**config.mk**
```make
export PLATFORM = sky130hd
export DESIGN_NAME = hysteresis_peak_finder
export DESIGN_NICKNAME = d
export VERILOG_FILES = /design/src/sv/hpf_pkg.sv /design/src/sv/hysteresis_peak_finder.sv /design/src/sv/hpf_seg.sv /design/src/sv/hpf_outq.sv
export SDC_FILE = /design/constraint.sdc
export NUM_CORES = 1
export LEC_CHECK = 0
export BUFFER_PORTS_ARGS = -buffer_cell sky130_fd_sc_hd__buf_4
export CAP_MARGIN = 20
export CORE_ASPECT_RATIO = 0.6
export CORE_UTILIZATION = 30
export DETAILED_ROUTE_END_ITERATION = 12
export SLEW_MARGIN = 15
export SYNTH_ARGS = -nofsm -noshare
export SYNTH_HDL_FRONTEND = slang
export SYNTH_HIERARCHICAL = 1
export SYNTH_SLANG_ARGS = --single-unit
```
**constraint.sdc**
```tcl
create_clock -name i_clk -period 8.96 [get_ports i_clk]
set_input_delay 1.792 -clock i_clk [delete_from_list [all_inputs] [get_ports i_clk]]
set_output_delay 1.792 -clock i_clk [all_outputs]
set_load 0.01 [all_outputs]
```
**src/sv/hpf_pkg.sv**
```systemverilog
// Shared constants and control types for the hysteresis peak finder.
package hpf_pkg;

    localparam int SAMPLE_BITS_DEF = 10;
    localparam int TIME_BITS_DEF   = 16;

    // Output queue geometry.
    localparam int Q_DEPTH = 4;
    localparam int Q_PTR_W = 2;
    localparam int Q_CNT_W = 3;

    // Result pushes from the segment logic for one item; push1 implies push0.
    typedef struct packed {
        logic push0;
        logic push1;
    } t_push;

    // Queue status seen by the top level.
    typedef struct packed {
        logic [Q_CNT_W-1:0] level;
        logic               room2;
    } t_q_stat;

endpackage

```
**src/sv/hysteresis_peak_finder.sv**
```systemverilog
// Top level of the hysteresis peak finder: input register, segment logic, result queue.
//
// Usage:
//   Input stream (i_s_axis_*): one ADC sample per item, with its time stamp in
//   tdata and tlast marking the final sample of a waveform.
//   Output stream (o_m_axis_*): one peak per item (time, value), tlast set on
//   the last peak produced by a given input sample.
//   i_cfg_we / i_cfg_wdata write the hysteresis threshold (ADC counts); write
//   it only while the block is idle.
// Timing:
//   An accepted sample lands in the input register. It advances only when the
//   queue has room for two peaks; the segment logic then updates its state and
//   pushes 0, 1 or 2 peaks into a four-entry result queue. Throughput is one
//   sample per cycle while the queue has that room; a sample that closes a
//   segment and is also marked last yields two peaks, which leave one per cycle
//   while the receiver is ready. A stalled receiver thus backs up into
//   o_s_axis_tready once the queue holds more than two peaks.
// Reset:
//   Synchronous, active low. Clears the threshold, the segment state, the input
//   valid flag and the queue pointers and count; no segment is open after reset.
module hysteresis_peak_finder #(
    parameter int SAMPLE_BITS = hpf_pkg::SAMPLE_BITS_DEF,
    parameter int TIME_BITS   = hpf_pkg::TIME_BITS_DEF,
    localparam int DW         = ((SAMPLE_BITS + TIME_BITS + 7) / 8) * 8
) (
    input  logic                   i_clk,
    input  logic                   i_rst_n,
    // configuration
    input  logic                   i_cfg_we,
    input  logic [SAMPLE_BITS-1:0] i_cfg_wdata,   // threshold
    // sample stream in
    input  logic                   i_s_axis_tvalid,
    output logic                   o_s_axis_tready,
    input  logic [DW-1:0]          i_s_axis_tdata,  // adc_sample, sample_time, zero pad
    input  logic                   i_s_axis_tlast,  // last_sample
    // peak stream out
    output logic                   o_m_axis_tvalid,
    input  logic                   i_m_axis_tready,
    output logic [DW-1:0]          o_m_axis_tdata,  // peak_time, peak_value, zero pad
    output logic                   o_m_axis_tlast   // last_of_run
);

    localparam int RES_W = TIME_BITS + SAMPLE_BITS + 1;

    // Input register
    logic                   r_in_vld;
    logic [SAMPLE_BITS-1:0] r_in_sample;
    logic [TIME_BITS-1:0]   r_in_time;
    logic                   r_in_last;

    logic                   w_accept;
    logic                   w_adv;
    logic                   w_pop;

    hpf_pkg::t_push         w_push;
    hpf_pkg::t_push         w_push_q;
    hpf_pkg::t_q_stat       w_stat;
    logic [RES_W-1:0]       w_res0;
    logic [RES_W-1:0]       w_res1;
    logic [RES_W-1:0]       w_head;

    // Advance the held sample only when the queue can absorb two peaks.
    assign w_adv           = r_in_vld && w_stat.room2;
    assign o_s_axis_tready = !r_in_vld || w_adv;
    assign w_accept        = i_s_axis_tvalid && o_s_axis_tready;

    always_ff @(posedge i_clk) begin
        if (!i_rst_n) begin
            r_in_vld <= 1'b0;
        end else if (o_s_axis_tready) begin
            r_in_vld <= i_s_axis_tvalid;
        end
    end

    always_ff @(posedge i_clk) begin
        if (w_accept) begin
            r_in_sample <= i_s_axis_tdata[SAMPLE_BITS-1:0];
            r_in_time   <= i_s_axis_tdata[SAMPLE_BITS +: TIME_BITS];
            r_in_last   <= i_s_axis_tlast;
        end
    end

    hpf_seg #(
        .SAMPLE_BITS (SAMPLE_BITS),
        .TIME_BITS   (TIME_BITS)
    ) u_seg (
        .i_clk       (i_clk),
        .i_rst_n     (i_rst_n),
        .i_cfg_we    (i_cfg_we),
        .i_cfg_wdata (i_cfg_wdata),
        .i_step      (w_adv),
        .i_sample    (r_in_sample),
        .i_time      (r_in_time),
        .i_last      (r_in_last),
        .o_push      (w_push),
        .o_res0      (w_res0),
        .o_res1      (w_res1)
    );

    // Pushes count only on a real step.
    assign w_push_q.push0 = w_adv && w_push.push0;
    assign w_push_q.push1 = w_adv && w_push.push1;

    assign w_pop = o_m_axis_tvalid && i_m_axis_tready;

    hpf_outq #(
        .W (RES_W)
    ) u_outq (
        .i_clk   (i_clk),
        .i_rst_n (i_rst_n),
        .i_push  (w_push_q),
        .i_d0    (w_res0),
        .i_d1    (w_res1),
        .i_pop   (w_pop),
        .o_head  (w_head),
        .o_stat  (w_stat)
    );

    assign o_m_axis_tvalid = (w_stat.level != '0);
    assign o_m_axis_tdata  = DW'(w_head[RES_W-2:0]);
    assign o_m_axis_tlast  = w_head[RES_W-1];

`ifndef SYNTH
    // Queue never holds more than its depth.
    a_level_bound: assert property (@(posedge i_clk) disable iff (!i_rst_n)
        w_stat.level <= hpf_pkg::Q_CNT_W'(hpf_pkg::Q_DEPTH))
        else $error("result queue overflow");

    // A sample marked last always produces a peak on the next cycle.
    a_last_emits: assert property (@(posedge i_clk) disable iff (!i_rst_n)
        (w_adv && r_in_last) |=> o_m_axis_tvalid)
        else $error("last sample produced no peak");

    // Second push only alongside the first.
    a_push_order: assert property (@(posedge i_clk) disable iff (!i_rst_n)
        w_push_q.push1 |-> w_push_q.push0)
        else $error("second result pushed without first");

    // A held sample with a full-enough queue keeps the input stalled.
    a_stall: assert property (@(posedge i_clk) disable iff (!i_rst_n)
        (r_in_vld && !w_stat.room2) |-> !o_s_axis_tready)
        else $error("input accepted while queue lacks room");
`endif

endmodule

```
**src/sv/hpf_seg.sv**
```systemverilog
// Segment tracker: threshold register, segment state and result selection.
module hpf_seg #(
    parameter int SAMPLE_BITS = hpf_pkg::SAMPLE_BITS_DEF,
    parameter int TIME_BITS   = hpf_pkg::TIME_BITS_DEF,
    localparam int RES_W      = TIME_BITS + SAMPLE_BITS + 1
) (
    input  logic                   i_clk,
    input  logic                   i_rst_n,
    input  logic                   i_cfg_we,
    input  logic [SAMPLE_BITS-1:0] i_cfg_wdata,
    input  logic                   i_step,
    input  logic [SAMPLE_BITS-1:0] i_sample,
    input  logic [TIME_BITS-1:0]   i_time,
    input  logic                   i_last,
    output hpf_pkg::t_push         o_push,
    output logic [RES_W-1:0]       o_res0,   // {last_of_run, peak_value, peak_time}
    output logic [RES_W-1:0]       o_res1    // {last_of_run, peak_value, peak_time}
);

    logic [SAMPLE_BITS-1:0] r_thr;
    logic                   r_open;
    logic [SAMPLE_BITS-1:0] r_max;
    logic [TIME_BITS-1:0]   r_mtime;
    logic [SAMPLE_BITS-1:0] r_prev;
    logic                   r_fall;

    logic                   n_open;
    logic [SAMPLE_BITS-1:0] n_max;
    logic [TIME_BITS-1:0]   n_mtime;
    logic [SAMPLE_BITS-1:0] n_prev;
    logic                   n_fall;

    logic [SAMPLE_BITS-1:0] w_down;
    logic [SAMPLE_BITS-1:0] w_up;
    logic                   w_drop;
    logic                   w_armed;
    logic                   w_close;

    // Differences only matter when positive; each is gated by a compare, so a wrapped value is never used.
    assign w_down  = r_prev - i_sample;
    assign w_up    = i_sample - r_prev;
    assign w_drop  = (r_prev > i_sample) && (w_down > r_thr);
    assign w_armed = r_fall || w_drop;
    assign w_close = r_open && w_armed && (i_sample > r_prev) && (w_up > r_thr);

    always_comb begin
        n_max   = r_max;
        n_mtime = r_mtime;
        n_prev  = i_sample;
        n_fall  = w_armed;
        if (!r_open || w_close) begin
            n_max   = i_sample;
            n_mtime = i_time;
            n_fall  = 1'b0;
        end else if (i_sample > r_max) begin
            n_max   = i_sample;
            n_mtime = i_time;
        end
        n_open = !i_last;
    end

    always_comb begin
        o_push.push0 = w_close || i_last;
        o_push.push1 = w_close && i_last;
        if (w_close) begin
            o_res0 = {!i_last, r_max, r_mtime};
        end else begin
            o_res0 = {1'b1, n_max, n_mtime};
        end
        o_res1 = {1'b1, n_max, n_mtime};
    end

    always_ff @(posedge i_clk) begin
        if (!i_rst_n) begin
            r_thr   <= '0;
            r_open  <= 1'b0;
            r_max   <= '0;
            r_mtime <= '0;
            r_prev  <= '0;
            r_fall  <= 1'b0;
        end else begin
            if (i_cfg_we) begin
                r_thr <= i_cfg_wdata;
            end
            if (i_step) begin
                r_open  <= n_open;
                r_max   <= n_max;
                r_mtime <= n_mtime;
                r_prev  <= n_prev;
                r_fall  <= n_fall;
            end
        end
    end

endmodule

```
**src/sv/hpf_outq.sv**
```systemverilog
// Small result queue: up to two writes and one read per cycle.
module hpf_outq #(
    parameter int W = 27
) (
    input  logic             i_clk,
    input  logic             i_rst_n,
    input  hpf_pkg::t_push   i_push,
    input  logic [W-1:0]     i_d0,
    input  logic [W-1:0]     i_d1,
    input  logic             i_pop,
    output logic [W-1:0]     o_head,
    output hpf_pkg::t_q_stat o_stat
);

    logic [W-1:0]                   r_mem [hpf_pkg::Q_DEPTH];
    logic [hpf_pkg::Q_PTR_W-1:0]    r_wp;
    logic [hpf_pkg::Q_PTR_W-1:0]    r_rp;
    logic [hpf_pkg::Q_CNT_W-1:0]    r_cnt;

    logic [hpf_pkg::Q_PTR_W-1:0]    w_wp1;
    logic [hpf_pkg::Q_CNT_W-1:0]    w_npush;
    logic [hpf_pkg::Q_CNT_W-1:0]    n_cnt;

    assign w_wp1   = r_wp + hpf_pkg::Q_PTR_W'(1);
    assign w_npush = hpf_pkg::Q_CNT_W'(i_push.push0) + hpf_pkg::Q_CNT_W'(i_push.push1);
    assign n_cnt   = r_cnt + w_npush - hpf_pkg::Q_CNT_W'(i_pop);

    assign o_head       = r_mem[r_rp];
    assign o_stat.level = r_cnt;
    assign o_stat.room2 = (r_cnt <= hpf_pkg::Q_CNT_W'(hpf_pkg::Q_DEPTH - 2));

    always_ff @(posedge i_clk) begin
        if (i_push.push0) begin
            r_mem[r_wp] <= i_d0;
        end
        if (i_push.push1) begin
            r_mem[w_wp1] <= i_d1;
        end
    end

    always_ff @(posedge i_clk) begin
        if (!i_rst_n) begin
            r_wp  <= '0;
            r_rp  <= '0;
            r_cnt <= '0;
        end else begin
            r_wp  <= r_wp + w_npush[hpf_pkg::Q_PTR_W-1:0];
            if (i_pop) begin
                r_rp <= r_rp + hpf_pkg::Q_PTR_W'(1);
            end
            r_cnt <= n_cnt;
        end
    end

endmodule
```
==> results of run 1 <==
==> per-stage QoR <==
| step | total power (uW) | utilization, % | setup WS [ps] | hold slack [ps] | std cells |
|---|---|---|---|---|---|
| after floorplan | 1699 | - | 2836 | 432.6 | 919 |
| after global placement | 1960 | 33.28 | 2621 | 441.5 | 1450 |
| after detailed placement | 1982 | 33.28 | 2517 | 453.5 | 1450 |
| after CTS | 2784 | 34.93 | 2454 | 470.1 | 1482 |
| after global routing | 2903 | 34.96 | 2232 | 483.5 | 1484 |
| final | 2765 | 34.96 | 2612 | 463.9 | 1484 |
==> cell families (layout without fill, tap and decap cells) <==
family,Yosys count,count (layout)
xor+xnor,17,17
flops,193,193
buf+inv,146,207
fa+ha+maj,57,57
mux,192,192
other cells,2,7
compound gates,156,156
simple gates,151,151
==> final cells by class <==
| class | instances | area [sq um] | area share (%) |
|---|---|---|---|
| Clock inverter | 14 | 177.7 | 1.385 |
| Inverter | 86 | 322.8 | 2.517 |
| Multi-Input combinational cell | 580 | 5385 | 41.99 |
| Sequential cell | 193 | 5218 | 40.68 |
| Clock buffer | 18 | 429.2 | 3.346 |
| Timing Repair Buffer | 89 | 661.9 | 5.161 |
| Tap cell | 504 | 630.6 | 4.917 |
==> worst min-delay path: stages (launching register included) <==
cell and delay [ps]:
dfxtp_1 320, nand2_1 60, o221ai_2 50
==> routing by layer <==
metal  wire, um  global-route usage, %  up-vias
met3       1889                  3.211       26
met4        416                  5.224        0
met2      12440                  22.34      233
met1      14610                  22.83     3703
met5          0                      0        -
li1           -                      -     3514
==> placed cells by master (no fill, tap or decap), types with 8 or more instances in the layout <==
cell type	Yosys	routed
a211oi_1	14	14
a21o_1	17	17
a21oi_1	20	20
a221oi_1	11	11
a22oi_1	16	16
buf_4	12	87
clkbuf_16	0	17
dfxtp_1	58	56
edfxtp_1	135	135
ha_1	54	54
inv_1	86	86
mux2_2	85	85
mux2_4	22	22
mux2i_1	57	57
mux4_2	27	27
nand2_1	26	26
nand3_1	15	15
nor2_1	38	36
nor3_1	30	30
o21ai_0	32	30
o21ai_1	11	10
o221ai_2	10	10
xor2_1	8	8
==> path summary, 6_finish.rpt <==
check / start / endpoint / slack [ps]
max: r_in_sample[0]$_DFFE_PP_ / u_outq/r_mem[0][3]$_DFFE_PP_ / 2610
min: u_seg/r_mtime[4]$_SDFFE_PN0P_ / u_seg/r_mtime[4]$_SDFFE_PN0P_ / 460
max reg2reg: r_in_sample[0]$_DFFE_PP_ / u_outq/r_mem[0][3]$_DFFE_PP_ / 2610
min reg2reg: u_seg/r_mtime[4]$_SDFFE_PN0P_ / u_seg/r_mtime[4]$_SDFFE_PN0P_ / 460
==> synthesized netlist by cell type, drive strengths merged (8+ instances only) <==
cell type | instances | share of area (%)
mux2i | 57 | 5.1
ha | 54 | 6.0
o221ai | 16 | 1.8
a21oi | 20 | 0.89
a221oi | 11 | 0.85
mux4 | 27 | 5.4
edfxtp | 135 | 36
a211oi | 16 | 1.2
dfxtp | 58 | 10
a21o | 17 | 1.1
o21ai | 43 | 1.9
a22oi | 16 | 1.1
buf | 36 | 2.9
mux2 | 108 | 12
nor3 | 30 | 1.3
clkbuf | 24 | 0.80
xor2 | 8 | 0.62
nor2 | 39 | 1.3
nand2 | 26 | 0.86
inv | 86 | 2.9
nand3 | 16 | 0.82
==> power by group <==
part | internal, uW | switching (uW) | leakage [uW]
registers | 1040 | 51.2 | 0.00171
logic | 397 | 483 | 0.00273
clock network | 443 | 355 | 0.000284
total | 1880 | 889 | 0.00473
==> sequential cells by signal, summed over array words and instances (netlist names), 2 cells and up, named ones only <==
signal and cells:
r_in_sample 10, r_in_time 16, u_outq/r_cnt 3, u_outq/r_mem 108, u_outq/r_rp 2, u_outq/r_wp 2
u_seg/r_max 10, u_seg/r_mtime 16, u_seg/r_prev 10, u_seg/r_thr 10
==> impl_metrics.json, run 1 <==
{
  "status": "finished, final reports clean",
  "rsz0062_at_grt": "false",
  "powerDensity_nw_per_um2": 215.6,
  "relSlewSlack_pct": 35.03,
  "hold_viol": 0,
  "wl_mm": 29.35,
  "gp_congestion": 0.8401,
  "crit_arrival_ps": 6450,
  "vias_per_cell": 5.038,
  "drt_iter0_drc": 698,
  "cp-end-kind": "register",
  "synth_xor_area_share_pct": 1.575,
  "path_clk_slew_ps": 70,
  "cellLeakagePower_uw": 0.004725,
  "yosysSeqAreaShare_pct": 46.22,
  "synth_mux_area_share_pct": 21.96,
  "die_area_sq_um": 38420,
  "dr.pass1.iters": 6,
  "fin_crit_sh_pct": 70.85,
  "design_area_sq_um": 12820,
  "drv_cap": 0,
  "tns_ps": 0,
  "design.core.area_sq_um": 36690,
  "ff2ff_path_depth": 19,
  "cts.path.max_buffers": 2,
  "area_delta_synth_final_pct": 13.66,
  "synthAdderAreaFrac_pct": 6.520,
  "whs_path_depth": 2,
  "synth_compound_area_share_pct": 10.27,
  "placed_cell_area_sq_um": 12210,
  "worst-endpoint-required_ps": 9060,
  "avgSynthCellArea_sq_um": 12.34,
  "grt_overflow": 0,
  "critical-path-top-delay-family": "compound AO/OA/AOI/OAI gates",
  "synth_area_sq_um": 11280,
  "clock_latency_ps": 440,
  "grt_max_degree": 30,
  "slowest_delay_ps": 750,
  "antenna_found_initial": 0,
  "finClkSkew_ps": 11.40,
  "crit_path_start_kind": "register",
  "cts_max_level": 4,
  "ir_worst_vdd_uv": 81.62,
  "synth_warnings": 6,
  "async_flop_share_pct": 0,
  "start_util_pct": 30.76,
  "fill_cells": 3567,
  "crit_chain": "inv_1, ha_1, inv_1, fa_1, a21o_1, a221o_1, a21o_1, a21oi_1, xnor2_1, ha_1, nand4_1, nand3b_1, o2111a_1, o311a_2, and3_1, and3_1, nand3_4, o21ai_2, buf_4",
  "insertedDiodeCount": 0,
  "hp-class": "register to register",
  "rows": 54,
  "post_cts_buffers": 0,
  "cp_slowest_cell": "o311a_2",
  "dpl.hpwl_mm": 20.02,
  "wire_per_inst_um": 19.78,
  "numPortBuffers": 70,
  "cts_tree": "built",
  "worstSetupPathType": "register to register",
  "io_pins": 83,
  "critical_path_buf_inv_count": 3,
  "hold_buffers": 0,
  "fp.dieH_um": 152.2,
  "finalCriticalPeriod_ps": 6348,
  "ant_nets": 0,
  "clockRootBuffer": "clkbuf_16",
  "clock.fmax_mhz": 157.5,
  "slew_viol_final": 0,
  "syn_inst": 914,
  "grtUsageTotal_pct": 15.50,
  "synth-seq-cells": 193,
  "ctsResizeCount": 0,
  "cts_made_buffers": 17,
  "drive_above_1_share_pct": 28.67,
  "synth_top_family_by_area": "multiplexers",
  "grt_pass1_wl_mm": 44.93,
  "synthSimpleGateAreaFrac_pct": 6.842,
  "synth_edf_count": 135,
  "worst_pin_slew_ps": 973.5,
  "numClockSinks": 193,
  "drc_errors": 0,
  "nets": 1072,
  "vias": 7476,
  "path_max_fanout": 29,
  "synthDistinctLibCells": 65,
  "path_depth": 19,
  "die_w_um": 252.4,
  "synth_top_flop_cell": "edfxtp_1",
  "setup_viol": 0,
  "grt_pass1_vias": 7606
}
Power figures use the tool's default switching activity.
==> run 2, diff against run 1 <==
==> constraint.sdc (replaced) <==
create_clock -name i_clk -period 6.3 [get_ports i_clk]
set_input_delay 1.26 -clock i_clk [delete_from_list [all_inputs] [get_ports i_clk]]
set_output_delay 1.26 -clock i_clk [all_outputs]
set_load 0.01 [all_outputs]
==> run 2 against run 1 <==
Compared with the run above: routed wire length increased by 0.19%; sequential cell count unchanged; setup slack got worse by 2200 ps; sequential share of layout area fell by 0.49 points; critical endpoint is now u_outq/r_cnt[2]$_SDFF_PN0_; clock power rose by 38%; hold slack better by 1.9 ps; register-to-register slack got worse by 2200 ps; via count grew 0.75%.
==> impl_metrics.json, run 2 (synthesis gave the netlist of run 1 again) <==
{
  "worst-endpoint-required_ps": 6630,
  "nets": 1091,
  "hold_viol": 0,
  "slowest_delay_ps": 570,
  "crit_arrival_ps": 6210,
  "hold_buffers": 0,
  "finalCriticalPeriod_ps": 5874,
  "finClkSkew_ps": 18.63,
  "ir_worst_vdd_uv": 136.5,
  "final_cell_mix": "edfxtp_1, buf_4, inv_1, mux2_2, mux2i_1",
  "wire_per_inst_um": 19.56,
  "rows": 54,
  "critical_path_buf_inv_count": 5,
  "fin_crit_sh_pct": 93.23,
  "powerDensity_nw_per_um2": 301.2,
  "design.core.area_sq_um": 36690,
  "tns_ps": 0,
  "swShare_pct": 33.06,
  "placed_cell_area_sq_um": 12370,
  "path_clk_slew_ps": 80,
  "rsz0062_at_grt": "false",
  "relSlewSlack_pct": 38.94,
  "grt_max_degree": 29,
  "drc_errors": 0,
  "setup_viol": 0,
  "cellLeakagePower_uw": 0.004825,
  "cp_common_cell": "ha_1",
  "clock_latency_ps": 450,
  "cts_made_buffers": 17,
  "critical-path-top-delay-family": "adder cells",
  "insertedDiodeCount": 0,
  "status": "finished, final reports clean",
  "worst_pin_slew_ps": 914.9,
  "layout_commonest_cell": "edfxtp_1",
  "power.switching_uw": 1293,
  "antenna_found_initial": 0,
  "top_register": "u_outq/r_mem",
  "cp_slowest_cell": "or4_1",
  "slew_viol_final": 0,
  "grt_pass1_wl_mm": 45.18,
  "combPwrFrac_pct": 32.7,
  "fill_cells": 3551,
  "top_regs": "u_outq/r_mem x108, r_in_time x16, u_seg/r_mtime x16",
  "numPortBuffers": 70,
  "numClockSinks": 193,
  "ctsResizeCount": 0,
  "largest_reg_flops": 108,
  "cp-end-kind": "register",
  "drt_iter0_drc": 687,
  "area_delta_synth_final_pct": 15.05,
  "vias": 7532,
  "clock.fmax_mhz": 170.3,
  "ant_nets": 0,
  "power.total_uw": 3910,
  "seq_power_share_pct": 39.2,
  "start_util_pct": 30.76,
  "post_cts_buffers": 0,
  "die_w_um": 252.4,
  "grtUsageTotal_pct": 15.52,
  "die_area_sq_um": 38420,
  "worstSetupPathType": "register to register",
  "hp-class": "register to register",
  "drive_above_1_share_pct": 30.23,
  "io_pins": 83,
  "drv_cap": 0,
  "wl_mm": 29.40,
  "clockPowerShare_pct": 28.1,
  "gp_congestion": 0.9388,
  "cts_max_level": 4,
  "clockRootBuffer": "clkbuf_16",
  "p_int_uw": 2617,
  "fp.dieH_um": 152.2,
  "post-route-util_pct": 35.38,
  "grt_overflow": 0,
  "path_max_fanout": 4,
  "dr.pass1.iters": 5,
  "cts_tree": "built",
  "cts.path.max_buffers": 2,
  "dpl.hpwl_mm": 20.83,
  "design_area_sq_um": 12980,
  "vias_per_cell": 5.011,
  "grt_pass1_vias": 7473,
  "crit_path_start_kind": "register"
}
==> run 2: cell count changes in the layout (fill, tap and decap cells not counted), sizes merged <==
cell | before | now
buf | 87 | 108
bufinv | 3 | 1
clkbuf | 20 | 17
clkinvlp | 4 | 3
inv | 90 | 94
==> run 2: metrics by stage <==
step                      worst slack [ps]  hold WS (ps)  instances
after floorplan                      176.5         432.6        919
after global placement               559.1         442.0       1470
after detailed placement             485.2         452.2       1470
after CTS                            457.3         470.7       1502
after global routing                 59.81         479.6       1503
final                                426.3         465.8       1503
==> run 2: path summary, 6_finish.rpt <==
kind                                                     from                            end  slack, ps  cells past startpoint
worst max-delay path                 r_in_sample[0]$_DFFE_PP_     u_outq/r_cnt[2]$_SDFF_PN0_        430                     26
worst min-delay path            u_seg/r_mtime[7]$_SDFFE_PN0P_  u_seg/r_mtime[7]$_SDFFE_PN0P_        470                      2
worst max register to register       r_in_sample[0]$_DFFE_PP_     u_outq/r_cnt[2]$_SDFF_PN0_        430                     26
worst min register to register  u_seg/r_mtime[7]$_SDFFE_PN0P_  u_seg/r_mtime[7]$_SDFFE_PN0P_        470                      2
==> run 2: tightest hold or removal path, cell delays in order, from the launching register on <==
cell and delay, ps:
dfxtp_1 330, nand2_1 50, o221ai_1 60
==> run 2: area by class of cell <==
cell class                      instances  area [sq um]  area share, %
Clock inverter                         15         168.9          1.301
Timing Repair Buffer                  108         830.8          6.400
Sequential cell                       193          5218          40.19
Tap cell                              504         630.6          4.858
Multi-Input combinational cell        580          5385          41.48
Clock buffer                           17         425.4          3.277
Inverter                               86         322.8          2.487
==> run 2: layer usage <==
layer | global-route usage [%] | part of all wire [%]
met5 | 0 | 0
met4 | 3.405 | 1.1
met3 | 3.929 | 7.0
met2 | 21.38 | 41
met1 | 23.92 | 51
==> run 2: power by group through the flow <==
stage	Clock, uW	Sequential (uW)	Combinational, uW
after global placement	0	1560	1240
after CTS	1130	1530	1270
after global routing	1170	1540	1390
final	1100	1530	1280
after detailed placement	0	1560	1270
after floorplan	0	1540	880
==> run 3, diff against run 2 <==
--- a/config.mk
+++ b/config.mk
@@ -9,6 +9,7 @@
 export CAP_MARGIN = 20
 export CORE_ASPECT_RATIO = 0.6
 export CORE_UTILIZATION = 30
+export CTS_BUF_LIST = sky130_fd_sc_hd__clkbuf_4 sky130_fd_sc_hd__clkbuf_8
 export DETAILED_ROUTE_END_ITERATION = 12
 export SLEW_MARGIN = 15
 export SYNTH_ARGS = -nofsm -noshare
==> run 3 against run 2 <==
Compared with the run above: clock skew increased by 5.8 ps; die area unchanged; first-iteration DRC count decreased by 4.8%; count of clock-buffer cells in the layout unchanged; combinational power about the same; sequential share of layout area increased by 0.60 points; via count decreased by 0.61%; largest power group unchanged; setup slack got worse by 16 ps; critical path type unchanged; hold slack improved by 8.5 ps; global-route usage about the same; core utilization decreased by 0.52 points.
==> impl_metrics.json, run 3 (synthesis gave the netlist of run 1 again) <==
{
  "wl_mm": 29.41,
  "pre_cts_ws_ps": 485.2,
  "placed_cell_area_sq_um": 12370,
  "min_to": "u_seg/r_mtime[1]$_SDFFE_PN0P_",
  "slew_viol_final": 0,
  "cts_max_level": 4,
  "worst-endpoint-required_ps": 6680,
  "drive_above_1_share_pct": 30.23,
  "fp.dieH_um": 152.2,
  "tns_ps": 0,
  "hp-class": "register to register",
  "grtUsageTotal_pct": 15.48,
  "die_w_um": 252.4,
  "largest_reg_flops": 108,
  "cp_common_cell": "ha_1",
  "drc_errors": 0,
  "clock.fmax_mhz": 169.8,
  "crit_arrival_ps": 6270,
  "cts_made_buffers": 17,
  "ctsResizeCount": 0,
  "finalCriticalPeriod_ps": 5890,
  "numClockSinks": 193,
  "cp_slowest_cell": "or4_1",
  "cp-end-kind": "register",
  "gp_congestion": 0.9388,
  "start_util_pct": 30.76,
  "wire_per_inst_um": 19.57,
  "vias_per_cell": 4.981,
  "insertedDiodeCount": 0,
  "numPortBuffers": 70,
  "area_delta_synth_final_pct": 13.35,
  "post_cts_buffers": 0,
  "finClkSkew_ps": 24.39,
  "path_clk_slew_ps": 110,
  "rows": 54,
  "powerDensity_nw_per_um2": 285.0,
  "power.total_uw": 3645,
  "grt_pass1_vias": 7457,
  "ir_worst_vdd_uv": 107.2,
  "clockRootBuffer": "clkbuf_8",
  "design.core.area_sq_um": 36690,
  "io_pins": 83,
  "layout_commonest_cell": "edfxtp_1",
  "setup_ws_ps": 410.1,
  "cts.path.max_buffers": 2,
  "die_area_sq_um": 38420,
  "worst_pin_slew_ps": 912.3,
  "clock_latency_ps": 490,
  "grt_max_degree": 29,
  "top_register": "u_outq/r_mem",
  "antenna_found_initial": 0,
  "cellLeakagePower_uw": 0.004738,
  "status": "finished, final reports clean",
  "top_regs": "u_outq/r_mem x108, r_in_time x16, u_seg/r_mtime x16",
  "grt_overflow": 0,
  "nets": 1091,
  "holdWs_ps": 474.3,
  "slowest_delay_ps": 570,
  "regToRegStartpoint": "r_in_sample[0]$_DFFE_PP_",
  "dr.pass1.iters": 4,
  "drv_cap": 0,
  "r2r_end": "u_outq/r_cnt[2]$_SDFF_PN0_",
  "min_from": "u_seg/r_mtime[1]$_SDFFE_PN0P_",
  "whs_path_depth": 2,
  "grt_pass1_wl_mm": 45.20,
  "hold_viol": 0,
  "drt_iter0_drc": 654,
  "final_cell_mix": "edfxtp_1, buf_4, inv_1, mux2_2, mux2i_1",
  "hold_buffers": 0,
  "dpl.hpwl_mm": 20.83,
  "reg2reg_slack_ps": 410,
  "fin_crit_sh_pct": 93.49,
  "cts_tree": "built",
  "setup_viol": 0,
  "ff2ff_path_depth": 26,
  "worstSetupPathType": "register to register",
  "ant_nets": 0,
  "rsz0062_at_grt": "false",
  "crit_path_start_kind": "register",
  "path_max_fanout": 4,
  "design_area_sq_um": 12790,
  "relSlewSlack_pct": 39.11,
  "vias": 7486
}
## run 3: cell count changes in the layout (fill, tap and decap cells not counted)
cell,before,now
clkbuf_16,17,0
clkbuf_8,0,17
## run 3: through the flow
stage	util, %	std cells
after global routing	34.86	1503
after detailed placement	33.72	1470
after CTS	34.82	1502
after floorplan	-	919
after global placement	33.72	1470
final	34.86	1503
## run 3: critical path, delay by kind of cell, from the launching register on
family / cells / cell delay [ps]
xor+xnor: 2 / 290
flops: 1 / 420
buf+inv: 5 / 430
compound gates: 6 / 1350
fa+ha+maj: 7 / 1980
simple gates: 6 / 1310
## run 3: worst max-delay path by stage
stage / startpoint / end / cells past startpoint
floorplan: r_in_sample[1]$_DFFE_PP_ / u_outq/r_mem[2][0]$_DFFE_PP_ / 17
global placement: r_in_sample[0]$_DFFE_PP_ / u_outq/r_cnt[2]$_SDFF_PN0_ / 26
detailed placement: r_in_sample[0]$_DFFE_PP_ / u_outq/r_cnt[2]$_SDFF_PN0_ / 26
CTS: r_in_sample[0]$_DFFE_PP_ / u_outq/r_cnt[2]$_SDFF_PN0_ / 26
global route: r_in_sample[1]$_DFFE_PP_ / u_outq/r_cnt[2]$_SDFF_PN0_ / 26
finish: r_in_sample[0]$_DFFE_PP_ / u_outq/r_cnt[2]$_SDFF_PN0_ / 26
## run 3: where the power goes
part | switching [uW] | internal, uW | total (uW)
sequential | 62.1 | 1470 | 1530
combinational | 700 | 580 | 1280
clock | 499 | 333 | 832
## run 3: layer usage
metal	wire, um	global-route usage (%)	share of wire [%]
met5	0	0	0
met4	292	3.434	0.99
met3	1906	3.639	6.5
met2	12040	21.40	41
met1	15170	23.97	52
## run 3: area by class of cell
class | count | area, sq um
tap | 504 | 630.6
clock buffer | 17 | 234.0
inverter | 86 | 322.8
sequential | 193 | 5218
fill | 3565 | 23900
clock inverter | 15 | 168.9
multi-input combinational | 580 | 5385
timing repair buffer | 108 | 830.8
